**config.mk**
```make
export PLATFORM = sky130hd
export DESIGN_NAME = prime_sieve_lister_top
export DESIGN_NICKNAME = d
export VERILOG_FILES = /design/src/hdl/psl_pkg.sv /design/src/hdl/prime_sieve_lister_top.sv /design/src/hdl/psl_dp.sv /design/src/hdl/psl_ctrl.sv
export SDC_FILE = /design/constraint.sdc
export NUM_CORES = 1
export LEC_CHECK = 0
export BUFFER_PORTS_ARGS = -buffer_cell sky130_fd_sc_hd__buf_2
export CORE_AREA = 2 2 165 167
export CTS_CLUSTER_DIAMETER = 50
export CTS_CLUSTER_SIZE = 24
export DETAILED_ROUTE_END_ITERATION = 7
export DIE_AREA = 0 0 167 169
export PLACE_DENSITY = 0.79
export SETUP_SLACK_MARGIN = 0.1
export SLEW_MARGIN = 10
export SYNTH_ARGS = -nofsm -noshare
export SYNTH_HDL_FRONTEND = slang
export SYNTH_SLANG_ARGS = --single-unit
```
**constraint.sdc**
```tcl
create_clock -name clk -period 8.8 [get_ports clk]
set_clock_uncertainty 0.15 [all_clocks]
set_input_delay 2.64 -clock clk [delete_from_list [all_inputs] [get_ports clk]]
set_output_delay 2.64 -clock clk [all_outputs]
set_load 0.05 [all_outputs]
```
**src/hdl/psl_pkg.sv**
```systemverilog
`timescale 1ns / 1ps

package psl_pkg;

  // field and counter widths
  localparam int LIMIT_W       = 9;
  localparam int CNT_W         = LIMIT_W + 1;
  localparam int MAX_LIMIT_DEF = 256;
  localparam int FIRST_PRIME   = 2;

  // controller states
  typedef enum logic [2:0] {
    ST_IDLE,
    ST_CLEAR,
    ST_PTEST,
    ST_PFLAG,
    ST_MARK,
    ST_SCAN,
    ST_FLUSH
  } state_t;

  // commands from controller to datapath
  typedef struct packed {
    logic load_lim;
    logic clr_init;
    logic clr_step;
    logic p_init;
    logic p_next;
    logic rd_p;
    logic mark_init;
    logic mark_step;
    logic scan_init;
    logic scan_step;
    logic push_last;
  } cmd_t;

  // status from datapath to controller
  typedef struct packed {
    logic clr_done;
    logic lim_lt2;
    logic psq_gt_lim;
    logic flag;
    logic m_gt_lim;
    logic i_gt_lim;
    logic data_vld;
    logic out_free;
    logic pend_vld;
  } stat_t;

endpackage

```
**src/hdl/prime_sieve_lister_top.sv**
```systemverilog
// operation: every flag store entry up to MAX_LIMIT is first set to one, then each base p
// with p*p <= limit is tested, prime bases have multiples marked, numbers 2..limit are scanned
// throughput: one request at a time; the flag store is walked one entry per cycle, and
// scanning stalls while results wait
// reset: synchronous active-low rst_n clears the controller and valid flags; the flag
// store is not cleared by reset but is rewritten at the start of every request
`timescale 1ns / 1ps

module prime_sieve_lister_top #(
  parameter int MAX_LIMIT = psl_pkg::MAX_LIMIT_DEF
) (
  input  logic                         clk,
  input  logic                         rst_n,
  input  logic                         in_valid,
  output logic                         in_ready,
  input  logic [psl_pkg::LIMIT_W-1:0]  in_limit,
  output logic                         out_valid,
  input  logic                         out_ready,
  output logic [psl_pkg::LIMIT_W-1:0]  out_prime_value,
  output logic                         out_last
);
  import psl_pkg::*;

  cmd_t  cmd;
  stat_t stat;

  // sequencer
  psl_ctrl u_ctrl (
    .clk      (clk),
    .rst_n    (rst_n),
    .in_valid (in_valid),
    .in_ready (in_ready),
    .stat     (stat),
    .cmd      (cmd)
  );

  // counters, flag store and output register
  psl_dp #(
    .MAX_LIMIT (MAX_LIMIT)
  ) u_dp (
    .clk             (clk),
    .rst_n           (rst_n),
    .cmd             (cmd),
    .stat            (stat),
    .in_limit        (in_limit),
    .out_valid       (out_valid),
    .out_ready       (out_ready),
    .out_prime_value (out_prime_value),
    .out_last        (out_last)
  );

endmodule

```
**src/hdl/psl_dp.sv**
```systemverilog
`timescale 1ns / 1ps

module psl_dp #(
  parameter int MAX_LIMIT = psl_pkg::MAX_LIMIT_DEF
) (
  input  logic                         clk,
  input  logic                         rst_n,
  input  psl_pkg::cmd_t                cmd,
  output psl_pkg::stat_t               stat,
  input  logic [psl_pkg::LIMIT_W-1:0]  in_limit,
  output logic                         out_valid,
  input  logic                         out_ready,
  output logic [psl_pkg::LIMIT_W-1:0]  out_prime_value,
  output logic                         out_last
);
  import psl_pkg::*;

  localparam int DEPTH = MAX_LIMIT + 1;
  localparam int AW    = $clog2(DEPTH);
  localparam logic [LIMIT_W-1:0] MAX_L = LIMIT_W'(MAX_LIMIT);

  logic [LIMIT_W-1:0] lim_r;
  logic [CNT_W-1:0]   m_r;
  logic [LIMIT_W-1:0] p_r;
  logic [CNT_W-1:0]   psq_r;
  logic [CNT_W-1:0]   i_r;
  logic               dv_r;
  logic               flag_r;
  logic [LIMIT_W-1:0] pend_r;
  logic               pend_vld_r;
  logic               out_valid_r;
  logic [LIMIT_W-1:0] out_prime_r;
  logic               out_last_r;

  logic               mem [DEPTH];
  logic               wr_en;
  logic               wr_data;
  logic               rd_en;
  logic [AW-1:0]      rd_addr;
  logic               i_le_lim;
  logic               found;
  logic               out_load;
  logic               out_free;
  logic [CNT_W-1:0]   lim_ext;
  logic [CNT_W-1:0]   p_ext;

  assign lim_ext  = {1'b0, lim_r};
  assign p_ext    = {1'b0, p_r};
  assign i_le_lim = (i_r <= lim_ext);
  assign out_free = !out_valid_r || out_ready;

  // flag store ports
  assign wr_en   = cmd.clr_step || cmd.mark_step;
  assign wr_data = cmd.clr_step;
  assign rd_en   = cmd.rd_p || (cmd.scan_step && i_le_lim);
  assign rd_addr = cmd.rd_p ? p_r[AW-1:0] : i_r[AW-1:0];

  always_ff @(posedge clk) begin
    if (wr_en) begin
      mem[m_r[AW-1:0]] <= wr_data;
    end
    if (rd_en) begin
      flag_r <= mem[rd_addr];
    end
  end

  // limit, sweep and marking counters
  always_ff @(posedge clk) begin
    if (cmd.load_lim) begin
      lim_r <= (in_limit > MAX_L) ? MAX_L : in_limit;
    end
    if (cmd.clr_init) begin
      m_r <= '0;
    end else if (cmd.clr_step) begin
      m_r <= m_r + CNT_W'(1);
    end else if (cmd.mark_init) begin
      m_r <= psq_r;
    end else if (cmd.mark_step) begin
      m_r <= m_r + p_ext;
    end
    // square tracked incrementally: (p+1)^2 = p^2 + 2p + 1
    if (cmd.p_init) begin
      p_r   <= LIMIT_W'(FIRST_PRIME);
      psq_r <= CNT_W'(FIRST_PRIME * FIRST_PRIME);
    end else if (cmd.p_next) begin
      p_r   <= p_r + LIMIT_W'(1);
      psq_r <= psq_r + {p_ext[CNT_W-2:0], 1'b1};
    end
  end

  // scan index and read-data valid
  always_ff @(posedge clk) begin
    if (!rst_n) begin
      dv_r <= 1'b0;
    end else if (cmd.scan_init) begin
      dv_r <= 1'b0;
    end else if (cmd.scan_step) begin
      dv_r <= i_le_lim;
    end
  end

  always_ff @(posedge clk) begin
    if (cmd.scan_init) begin
      i_r <= CNT_W'(FIRST_PRIME);
    end else if (cmd.scan_step) begin
      i_r <= i_r + CNT_W'(1);
    end
  end

  // one-deep pending prime so the largest one can carry last
  assign found    = cmd.scan_step && dv_r && flag_r;
  assign out_load = (found && pend_vld_r) || cmd.push_last;

  always_ff @(posedge clk) begin
    if (!rst_n) begin
      pend_vld_r <= 1'b0;
    end else if (found) begin
      pend_vld_r <= 1'b1;
    end else if (cmd.push_last || cmd.scan_init) begin
      pend_vld_r <= 1'b0;
    end
  end

  always_ff @(posedge clk) begin
    if (found) begin
      pend_r <= LIMIT_W'(i_r - CNT_W'(1));
    end
  end

  // output register
  always_ff @(posedge clk) begin
    if (!rst_n) begin
      out_valid_r <= 1'b0;
    end else if (out_load) begin
      out_valid_r <= 1'b1;
    end else if (out_ready) begin
      out_valid_r <= 1'b0;
    end
  end

  always_ff @(posedge clk) begin
    if (out_load) begin
      out_prime_r <= pend_r;
      out_last_r  <= cmd.push_last;
    end
  end

  assign out_valid       = out_valid_r;
  assign out_prime_value = out_prime_r;
  assign out_last        = out_last_r;

  // status back to the controller
  always_comb begin
    stat.clr_done   = (m_r == CNT_W'(MAX_LIMIT));
    stat.lim_lt2    = (lim_r < LIMIT_W'(FIRST_PRIME));
    stat.psq_gt_lim = (psq_r > lim_ext);
    stat.flag       = flag_r;
    stat.m_gt_lim   = (m_r > lim_ext);
    stat.i_gt_lim   = !i_le_lim;
    stat.data_vld   = dv_r;
    stat.out_free   = out_free;
    stat.pend_vld   = pend_vld_r;
  end

endmodule

```
**src/hdl/psl_ctrl.sv**
```systemverilog
`timescale 1ns / 1ps

module psl_ctrl (
  input  logic           clk,
  input  logic           rst_n,
  input  logic           in_valid,
  output logic           in_ready,
  input  psl_pkg::stat_t stat,
  output psl_pkg::cmd_t  cmd
);
  import psl_pkg::*;

  state_t state_r;
  state_t state_nxt;

  // state register
  always_ff @(posedge clk) begin
    if (!rst_n) begin
      state_r <= ST_IDLE;
    end else begin
      state_r <= state_nxt;
    end
  end

  // next state and commands
  always_comb begin
    state_nxt = state_r;
    cmd       = '0;
    in_ready  = 1'b0;
    case (state_r)
      ST_IDLE: begin
        in_ready = 1'b1;
        if (in_valid) begin
          cmd.load_lim = 1'b1;
          cmd.clr_init = 1'b1;
          state_nxt    = ST_CLEAR;
        end
      end
      ST_CLEAR: begin
        cmd.clr_step = 1'b1;
        if (stat.clr_done) begin
          cmd.p_init = 1'b1;
          state_nxt  = ST_PTEST;
        end
      end
      ST_PTEST: begin
        if (stat.psq_gt_lim) begin
          if (stat.lim_lt2) begin
            state_nxt = ST_IDLE;
          end else begin
            cmd.scan_init = 1'b1;
            state_nxt     = ST_SCAN;
          end
        end else begin
          cmd.rd_p  = 1'b1;
          state_nxt = ST_PFLAG;
        end
      end
      ST_PFLAG: begin
        if (stat.flag) begin
          cmd.mark_init = 1'b1;
          state_nxt     = ST_MARK;
        end else begin
          cmd.p_next = 1'b1;
          state_nxt  = ST_PTEST;
        end
      end
      ST_MARK: begin
        if (stat.m_gt_lim) begin
          cmd.p_next = 1'b1;
          state_nxt  = ST_PTEST;
        end else begin
          cmd.mark_step = 1'b1;
        end
      end
      ST_SCAN: begin
        if (stat.i_gt_lim && !stat.data_vld) begin
          state_nxt = ST_FLUSH;
        end else if (stat.out_free) begin
          cmd.scan_step = 1'b1;
        end
      end
      ST_FLUSH: begin
        if (!stat.pend_vld) begin
          state_nxt = ST_IDLE;
        end else if (stat.out_free) begin
          cmd.push_last = 1'b1;
          state_nxt     = ST_IDLE;
        end
      end
      default: begin
        state_nxt = ST_IDLE;
      end
    endcase
  end

endmodule
```
==> qor.csv, run 1 <==
metric,value,unit
hold_path.class,flip-flop to flip-flop,
gp_congestion,0.916,
post_drt_wl_per_cell,21.7,um
vdd.ir_drop.worst,0.000272,V
antenna_found_initial,0,
synth_top_area_cell,edfxtp_1,
synth_cell_types,76,
reg2reg_setup_slack,3460,ps
post-cts-setup-buffers,0,
io_buffers,24,
worstSkewPairLatency,520,ps
p_per_area,299,nW/um^2
ys_top_cells_by_area,"edfxtp_1 (52%), nor2_1 (7.7%), nand2_1 (5.6%)",
initial_utilization,61.7,%
r2r_end,u_dp.flag_r,
r2r-start,u_dp.lim_r[7],
dp_hpwl,25500,um
max_stage_delay,770,ps
final-setup-viol-count,0,
die_area,28200,um^2
cts_tree,done,
via_count,12500,
grt_max_degree,140,
hold_viol,0,
drt_wl_total,42100,um
setup_tns,0,ps
yosysWarnings,0,
min_to,u_dp.out_prime_value[0],
vias_per_cell,6.44,
synth_seq_cells,331,
coreArea,26500,um^2
period_share,60.7,%
synth_flop_cell,edfxtp_1,
grt.total_usage,29.7,%
min_period,5340,ps
crit_path_top_delay_cell,a21boi_4,
power,5.29,mW
areaGrowthSynthToFinish,8.22,%
cts_made_buffers,34,
syn_inst,1600,
rsz0062_at_grt,false,
clockBufferDepth,3,
crit_chain,inv_1 > ha_1 > a21o_1 > a211oi_2 > nand4_2 > a21boi_4 > mux2i_4 > buf_4 > nand2_1 > a2111oi_2 > a311oi_1 > nand3_1 > a21oi_1 > o32ai_1 > o221a_1,
yosysSeqAreaShare,58.0,%
overflow,0,
hold_ws,268,ps
clock.fmax,187,MHz
dr.first_iter.drc_count,1785,
criticalPathCategory,flip-flop to flip-flop,
crit_fanout,73,
grt_pass1_vias,11600,
synth_edf_count,286,
maxCapViolations,0,
reg2reg_depth,15,
async_flop_share,0,%
p_leak,6.20,nW
start_kind,flip-flop,
ctsHoldBuffers,0,
cp.required,9030,ps
syn_nets,1666,
drt_pass1_iterations,6,
tightest_slew,1240,ps
cts_root_buffer,clkbuf_16,
cts_resized,0,
synth_area,16400,um^2
drive_above_1_share,7.27,%
die_y,169,um
htreeDepth,2,
path_clk_slew,60,ps
avgSynthCellArea,10.2,um^2
antenna_cells,0,
num_rows,60,
n_fill_cell,1963,
drtAntennaViolNets,0,
die_w,167,um
nets,1636,
min_path_cells,0,
io-pin-count,25,
clock_sinks,331,
yosys.area.top_type_share,52.5,%
cp_data_arrival_time,5570,ps
outcome,completed,
slew_viol_final,0,
hp-start,u_dp.pend_r[0],
grt_pass1_wl,65200,um
drc,0,
max_slew_margin,16.7,%
end_kind,flip-flop,
stage by stage:
step           area, um^2  utilization [%]  worst slack, ps  cells
2_1_floorplan       16400                -             2370   1600
5_1_grt             17700             66.8             3100   1936
3_3_place_gp        16500             62.4             3680   1875
4_1_cts             17700             66.8             3510   1936
3_5_place_dp        16500             62.4             3570   1875
6_report            17700             66.8             3460   1936
cells in the mapped netlist (all sizes together), types with 24 or more instances:
library cell	n
a21oi	95
buf	39
clkbuf	61
dfxtp	45
edfxtp	286
ha	51
inv	30
mux2i	37
nand2	245
nand3	79
nand4	27
nor2	335
nor3	24
o21ai	25
critical path: cells and delay by family (launching register included):
kind / cells / cell delay [ps]
AO/OA/AOI/OAI: 8 / 2320
buffers and inverters: 2 / 860
multiplexers: 1 / 630
AND/OR/NAND/NOR: 3 / 460
flip-flops: 1 / 410
adder cells (fa/ha/maj): 1 / 250
cell families after synthesis:
group                    after synthesis  share of synthesized area, %
AND/OR/NAND/NOR                      787                          20.7
adder cells (fa/ha/maj)               53                          4.14
XOR/XNOR                              36                          1.93
AO/OA/AOI/OAI                        221                          8.72
flip-flops                           331                          58.0
multiplexers                          41                          2.82
buffers and inverters                131                          3.66
routing by layer:
layer / vias to the layer above / global-route usage, % / part of all wire [%] / routed length [um]
met4: 0 / 11.5 / 3.7 / 1570
li1: 5609 / - / - / -
met1: 5979 / 40.8 / 38 / 16200
met2: 741 / 47.3 / 47 / 19600
met5: - / 0 / 0 / 0
met3: 133 / 5.66 / 11 / 4680
cell type report:
type                    instances  area [um^2]  area share, %
clock buffers                  40          926           5.23
clock inverters                21          235           1.33
inverters                      31          121          0.685
multi-input cells            1138         6310           35.7
flip-flops and latches        331         9490           53.6
well taps                     341          427           2.41
repair buffers                 34          195           1.10
cells in the final DEF (no fill, tap or decap), drive strengths merged, types with 4 or more instances in the layout:
| cell | Yosys | layout |
|---|---|---|
| dfxtp | 45 | 45 |
| o22ai | 10 | 10 |
| buf | 39 | 34 |
| nand2 | 245 | 245 |
| xnor2 | 21 | 21 |
| a211oi | 10 | 10 |
| nand4 | 27 | 27 |
| o21ai | 25 | 25 |
| nor2 | 335 | 335 |
| and3 | 11 | 11 |
| a221oi | 5 | 5 |
| ha | 51 | 51 |
| o21bai | 5 | 5 |
| nor4 | 10 | 10 |
| a31oi | 9 | 9 |
| clkinv | 1 | 11 |
| nor2b | 21 | 21 |
| clkbuf | 61 | 40 |
| nand2b | 7 | 7 |
| edfxtp | 286 | 286 |
| and2 | 6 | 6 |
| nor3 | 24 | 24 |
| a21o | 10 | 10 |
| nor3b | 7 | 7 |
| inv | 30 | 37 |
| o2111ai | 4 | 4 |
| nand3 | 79 | 79 |
| mux2i | 37 | 37 |
| o211ai | 4 | 4 |
| a22oi | 17 | 17 |
| a21oi | 95 | 95 |
| xor2 | 15 | 15 |
flip-flops by register name, indices dropped and copies added (netlist names), 3 cells and up:
register,count
u_dp.lim_r,9
u_ctrl.state_r,3
u_dp.out_prime_value,9
u_dp.pend_r,9
u_dp.m_r,10
u_dp.mem,257
u_dp.p_r,9
u_dp.i_r,10
u_dp.psq_r,10
where the power goes:
part / leakage [nW] / total, mW / internal (mW) / switching, mW
logic: 2.64 / 1.67 / 0.522 / 1.15
registers: 2.99 / 2.13 / 1.98 / 0.146
clock network: 0.568 / 1.49 / 0.839 / 0.652
how the worst max path moves through the flow:
stage	from	endpoint	slack, ps	cells after the start
final	u_dp.lim_r[7]	u_dp.flag_r	3460	15
after detailed placement	u_dp.lim_r[7]	u_dp.flag_r	3570	15
after global placement	u_dp.lim_r[7]	u_dp.flag_r	3680	15
after global routing	u_dp.lim_r[7]	u_dp.flag_r	3100	15
after CTS	u_dp.lim_r[7]	u_dp.flag_r	3510	15
after floorplan	u_ctrl.state_r[0]	u_dp.mem[0]	2370	5
Power figures use the tool's default switching activity.
==> run 2, diff against run 1 <==
Settings changed: CORE_AREA 2 2 165 167 to 2 2 173 175, DIE_AREA 0 0 167 169 to 0 0 175 177, PLACE_DENSITY 0.79 to 0.75.
Clock period 8.8 ns to 4.61 ns, I/O delays scaled along.
==> run 2 against run 1 <==
The flow now finishes with violations (DRC). Hold slack better by 6.6 ps. Non-clock buffer count rose by 41. Total power up 92%. Routed wire length is 3.9% higher. Worst setup slack got worse by 3200 ps. First-iteration DRC count down 7.2%. Combinational power increased by 110%. Core utilization shrank 4.9 points. Via count up 0.84%. Cell count rose by 4.4%. Critical endpoint unchanged. Largest cell class unchanged. Highest routed layer unchanged.
==> qor.csv, run 2 (synthesis results as in run 1) <==
metric,value,unit,change
areaGrowthSynthToFinish,10.6,%,was 8.22%
max_stage_delay,390,ps,was 770 ps
vdd.ir_drop.worst,0.000379,V,was 0.000272 V
worstPathBufferInverterCount,3,,was 2
min_to,u_dp.out_prime_value[4],,was u_dp.out_prime_value[0]
n_fill_cell,2366,,"was 1,963"
io_buffers,24,,unchanged
stdcell_area,18100,um^2,"was 17,700 um^2"
num_rows,63,,was 60
dp_hpwl,27300,um,"was 25,500 um"
post_drt_wl_per_cell,21.6,um,was 21.7 um
min_path_cells,0,,unchanged
io-pin-count,25,,unchanged
max_slew_margin,18.5,%,was 16.7%
drive_above_1_share,9.38,%,was 7.27%
initial_utilization,55.9,%,was 61.7%
rsz0062_at_grt,false,,unchanged
cp_data_arrival_time,4490,ps,was 5570 ps
tightest_slew,1220,ps,was 1240 ps
placed_area,16900,um^2,"was 16,500 um^2"
criticalPathCategory,flip-flop to flip-flop,,unchanged
die_area,31000,um^2,"was 28,200 um^2"
die_y,177,um,was 169 um
worstSkewPairLatency,590,ps,was 520 ps
mostFrequentLayoutCell,nor2_1,,unchanged
critPathTopFamily,compound AO/OA/AOI/OAI gates,,unchanged
hold_ws,275,ps,was 268 ps
maxCapViolations,0,,unchanged
hold_viol,0,,unchanged
hp-start,u_dp.pend_r[4],,was u_dp.pend_r[0]
clock.fmax,232,MHz,was 187 MHz
nets,1674,,"was 1,636"
antenna_found_initial,0,,unchanged
coreArea,29200,um^2,"was 26,500 um^2"
min_period,4310,ps,was 5340 ps
vias_per_cell,6.22,,was 6.44
p_per_area,562,nW/um^2,was 299 nW/um^2
period_share,93.5,%,was 60.7%
setup_tns,0,ps,unchanged
clock_sinks,331,,unchanged
via_count,12600,,"was 12,500"
crit_path_top_delay_cell,edfxtp_1,,was a21boi_4
cp.required,4790,ps,was 9030 ps
clockBufferDepth,3,,unchanged
htreeDepth,1,,was 2
cp_common_cell,buf_12,,
gp_congestion,0.900,,was 0.916
drc,1,,was 0
failed_checks,DRC,,
final_cell_mix,"nor2_1 (335), edfxtp_1 (286), nand2_1 (245)",,unchanged
overflow,0,,unchanged
largest_reg_flops,257,,unchanged
r2r_end,u_dp.flag_r,,unchanged
slew_viol_final,0,,unchanged
ctsHoldBuffers,0,,unchanged
end_kind,flip-flop,,unchanged
cts_tree,done,,unchanged
grt_pass1_wl,66100,um,"was 65,200 um"
crit_fanout,28,,was 73
hold_path.class,flip-flop to flip-flop,,unchanged
start_kind,flip-flop,,unchanged
antenna_cells,0,,unchanged
grt.total_usage,27.7,%,was 29.7%
final-setup-viol-count,0,,unchanged
p_leak,6.38,nW,was 6.20 nW
grt_pass1_vias,12000,,"was 11,600"
dr.first_iter.drc_count,1657,,"was 1,785"
outcome,"finished, violations left",,was completed
reg2reg_depth,16,,was 15
drt_wl_total,43700,um,"was 42,100 um"
path_clk_slew,70,ps,was 60 ps
cts_root_buffer,clkbuf_16,,unchanged
die_w,175,um,was 167 um
reg2reg_setup_slack,300,ps,was 3460 ps
drt_pass1_iterations,8,,was 6
r2r-start,u_dp.lim_r[7],,unchanged
grt_max_degree,143,,was 140
drtAntennaViolNets,0,,unchanged
crit_chain,inv_1 > ha_1 > a21o_1 > a211oi_2 > nand4_2 > a21boi_4 > buf_12 > mux2i_4 > buf_12 > mux2i_1 > o22ai_1 > a311oi_1 > nand3_1 > a21oi_2 > o32ai_1 > o221a_1,,was inv_1 > ha_1 > a21o_1 > a211oi_2 > nand4_2 > a21boi_4 > mux2i_4 > buf_4 > nand2_1 > a2111oi_2 > a311oi_1 > nand3_1 > a21oi_1 > o32ai_1 > o221a_1
cts_made_buffers,31,,was 34
-- run 2: cell count changes in the layout (fill, tap and decap cells not counted), sizes merged --
cell,change
clkbuf,-4
buf,+39
clkinv,-1
clkinvlp,-1
inv,+3
-- run 2: area by class of cell --
type / instances / area (um^2) / share of cell area [%]
inverters: 31 / 121 / 0.671
well taps: 390 / 488 / 2.70
clock inverters: 22 / 263 / 1.45
flip-flops and latches: 331 / 9490 / 52.4
multi-input cells: 1138 / 6320 / 34.9
clock buffers: 34 / 787 / 4.35
repair buffers: 75 / 626 / 3.46
-- run 2: per-layer routing --
layer | wire (um) | share of wire [%] | global-route usage [%]
met1 | 16900 | 39 | 36.1
met5 | 0 | 0 | 0
met3 | 4340 | 9.9 | 5.76
met4 | 1890 | 4.3 | 11.4
met2 | 20600 | 47 | 45.6
-- run 2: what timing repair did --
action	CTS	global route
resized for setup	0	2
endpoints found under the setup margin	0	1
endpoints found under the hold margin	0	0
buffers inserted	0	6
-- run 2: power breakdown --
| part | switching [mW] | internal [mW] |
|---|---|---|
| clock network | 1.24 | 1.40 |
| registers | 0.247 | 3.78 |
| logic | 2.31 | 1.19 |
-- run 2: worst max path at each step --
stage                            startpoint          end  cells past startpoint
after floorplan           u_ctrl.state_r[0]  u_dp.mem[0]                      5
after global placement        u_dp.lim_r[7]  u_dp.flag_r                     16
after detailed placement      u_dp.lim_r[7]  u_dp.flag_r                     16
after CTS                     u_dp.lim_r[7]  u_dp.flag_r                     16
after global routing          u_dp.lim_r[7]  u_dp.flag_r                     16
final                         u_dp.lim_r[7]  u_dp.flag_r                     16
-- run 2: through the flow --
step	total power [mW]	utilization [%]	setup WS [ps]	instances
2_1_floorplan	6.42	-	592	1600
3_3_place_gp	7.28	57.9	442	1957
3_5_place_dp	7.38	57.9	326	1957
4_1_cts	10.0	61.5	308	2013
5_1_grt	10.6	61.9	136	2021
6_report	10.2	61.9	298	2021
==> run 3, diff against run 2 <==
Settings changed: CORE_AREA 2 2 173 175 to 2 2 162 164, DIE_AREA 0 0 175 177 to 0 0 164 166, PLACE_DENSITY 0.75 to 0.86.
Clock period 4.61 ns to 5.6 ns, I/O delays scaled along.
==> run 3 against run 2 <==
The flow now finishes without violations. Count of clock-buffer cells in the layout is 5 lower. Total power fell by 20%. Hold slack gained 7.6 ps. Cell count down 4.3%. Die area decreased by 12%. Combinational power decreased by 23%. Maximum frequency down 14%. Sequential cell count did not move. Largest power group unchanged. Highest routed layer unchanged.
==> qor.csv, run 3 (synthesis results as in run 1) <==
metric,value,unit,change
outcome,completed,,"was finished, violations left"
dr.first_iter.drc_count,1851,,"was 1,657"
num_rows,59,,was 63
ctsHoldBuffers,0,,unchanged
grt_pass1_wl,65700,um,"was 66,100 um"
die_y,166,um,was 177 um
stdcell_area,17600,um^2,"was 18,100 um^2"
grt_pass1_vias,12100,,"was 12,000"
drive_above_1_share,7.69,%,was 9.38%
criticalPathCategory,flip-flop to flip-flop,,unchanged
io_buffers,24,,unchanged
worstPathBufferInverterCount,2,,was 3
areaGrowthSynthToFinish,7.81,%,was 10.6%
clockBufferDepth,3,,unchanged
min_period,5000,ps,was 4310 ps
die_w,164,um,was 175 um
largest_reg_flops,257,,unchanged
worstSkewPairLatency,580,ps,was 590 ps
antenna_found_initial,0,,unchanged
p_per_area,461,nW/um^2,was 562 nW/um^2
placed_area,16600,um^2,"was 16,900 um^2"
start_kind,flip-flop,,unchanged
crit_path_top_delay_cell,mux2i_4,,was edfxtp_1
setup_tns,0,ps,unchanged
grt.total_usage,31.3,%,was 27.7%
hold_ws,282,ps,was 275 ps
path_clk_slew,80,ps,was 70 ps
period_share,89.3,%,was 93.5%
io-pin-count,25,,unchanged
final-setup-viol-count,0,,unchanged
gp_congestion,0.929,,was 0.900
multiInputGateArea,6310,um^2,was 6320 um^2
final_cell_mix,"nor2_1 (335), edfxtp_1 (286), nand2_1 (245)",,unchanged
rsz0062_at_grt,false,,unchanged
overflow,0,,unchanged
initial_utilization,63.9,%,was 55.9%
coreArea,25600,um^2,"was 29,200 um^2"
htreeDepth,1,,unchanged
globalRouteMet2Util,49.2,%,was 45.6%
antenna_cells,0,,unchanged
drtAntennaViolNets,0,,unchanged
cts_root_buffer,clkbuf_16,,unchanged
utilization,68.9,%,was 61.9%
tightest_slew,1250,ps,was 1220 ps
dp.cells,1881,,"was 1,957"
n_fill_cell,1825,,"was 2,366"
hold_viol,0,,unchanged
pre_cts_slack,779,ps,was 326 ps
via_count,12700,,"was 12,600"
vdd.ir_drop.worst,0.000388,V,was 0.000379 V
post-cts-setup-buffers,0,,unchanged
cts_made_buffers,29,,was 31
cts_resized,0,,unchanged
drt_pass1_iterations,6,,was 8
post_drt_wl_per_cell,22.2,um,was 21.6 um
setup_ws,597,ps,was 298 ps
finalNonFillerCells,1935,,"was 2,021"
max_slew_margin,16.4,%,was 18.5%
cp_data_arrival_time,5300,ps,was 4490 ps
end_kind,flip-flop,,unchanged
use_met3,6.09,%,was 5.76%
vias_per_cell,6.56,,was 6.22
power,8.13,mW,was 10.2 mW
use_met1,42.2,%,was 36.1%
cts_tree,done,,unchanged
max_stage_delay,670,ps,was 390 ps
drc,0,,was 1
p_leak,6.18,nW,was 6.38 nW
clock_sinks,331,,unchanged
hold_path.class,flip-flop to flip-flop,,unchanged
drt_wl_total,42900,um,"was 43,700 um"
cp.required,5890,ps,was 4790 ps
crit_fanout,17,,was 28
slew_viol_final,0,,unchanged
die_area,27200,um^2,"was 31,000 um^2"
crit_chain,inv_1 > ha_1 > a21o_1 > a211oi_2 > nand4_2 > a21boi_4 > buf_4 > mux2i_4 > nand3_1 > o22ai_1 > a311oi_1 > nand3_1 > a21oi_1 > o32ai_1 > o221a_1,,was inv_1 > ha_1 > a21o_1 > a211oi_2 > nand4_2 > a21boi_4 > buf_12 > mux2i_4 > buf_12 > mux2i_1 > o22ai_1 > a311oi_1 > nand3_1 > a21oi_2 > o32ai_1 > o221a_1
clock.fmax,200,MHz,was 232 MHz
seq_area,9490,um^2,unchanged
nets,1643,,"was 1,674"
gr-max-usage-layer,met2,,unchanged
mostFrequentLayoutCell,nor2_1,,unchanged
cp_common_cell,nand3_1,,was buf_12
maxCapViolations,0,,unchanged
grt_max_degree,139,,was 143
critPathTopFamily,compound AO/OA/AOI/OAI gates,,unchanged
dp_hpwl,26600,um,"was 27,300 um"
[run 3: where the power goes]
| group | switching [mW] | total, mW | internal [mW] |
|---|---|---|---|
| logic | 1.83 | 2.70 | 0.868 |
| clock network | 1.03 | 2.09 | 1.06 |
| registers | 0.223 | 3.34 | 3.11 |
| total | 3.09 | 8.13 | 5.04 |
[run 3: routing by layer]
| metal | wire, um | part of all wire, % |
|---|---|---|
| met3 | 5010 | 12 |
| met1 | 16000 | 37 |
| met2 | 19800 | 46 |
| met4 | 2110 | 4.9 |
| met5 | 0 | 0 |
[run 3: worst paths after layout]
check                       from                      end  slack, ps  cells after the start
setup / recovery   u_dp.lim_r[7]              u_dp.flag_r        600                     15
hold reg to reg   u_dp.pend_r[2]  u_dp.out_prime_value[2]        280                      0
setup reg to reg   u_dp.lim_r[7]              u_dp.flag_r        600                     15
hold / removal    u_dp.pend_r[2]  u_dp.out_prime_value[2]        280                      0
[run 3: cell type report]
type / instances / share of cell area (%)
clock buffer: 29 / 4.11
clock inverter: 25 / 1.55
inverter: 31 / 0.688
multi-input combinational: 1138 / 35.8
sequential: 331 / 53.8
tap: 335 / 2.38
timing repair buffer: 46 / 1.69
[run 3: worst reg2reg max path: stages (launching register included)]
cell,delay (ps)
edfxtp_1,420
inv_1,140
ha_1,260
a21o_1,170
a211oi_2,330
nand4_2,190
a21boi_4,390
buf_4,350
mux2i_4,670
nand3_1,480
o22ai_1,380
a311oi_1,90
nand3_1,120
a21oi_1,140
o32ai_1,390
o221a_1,230
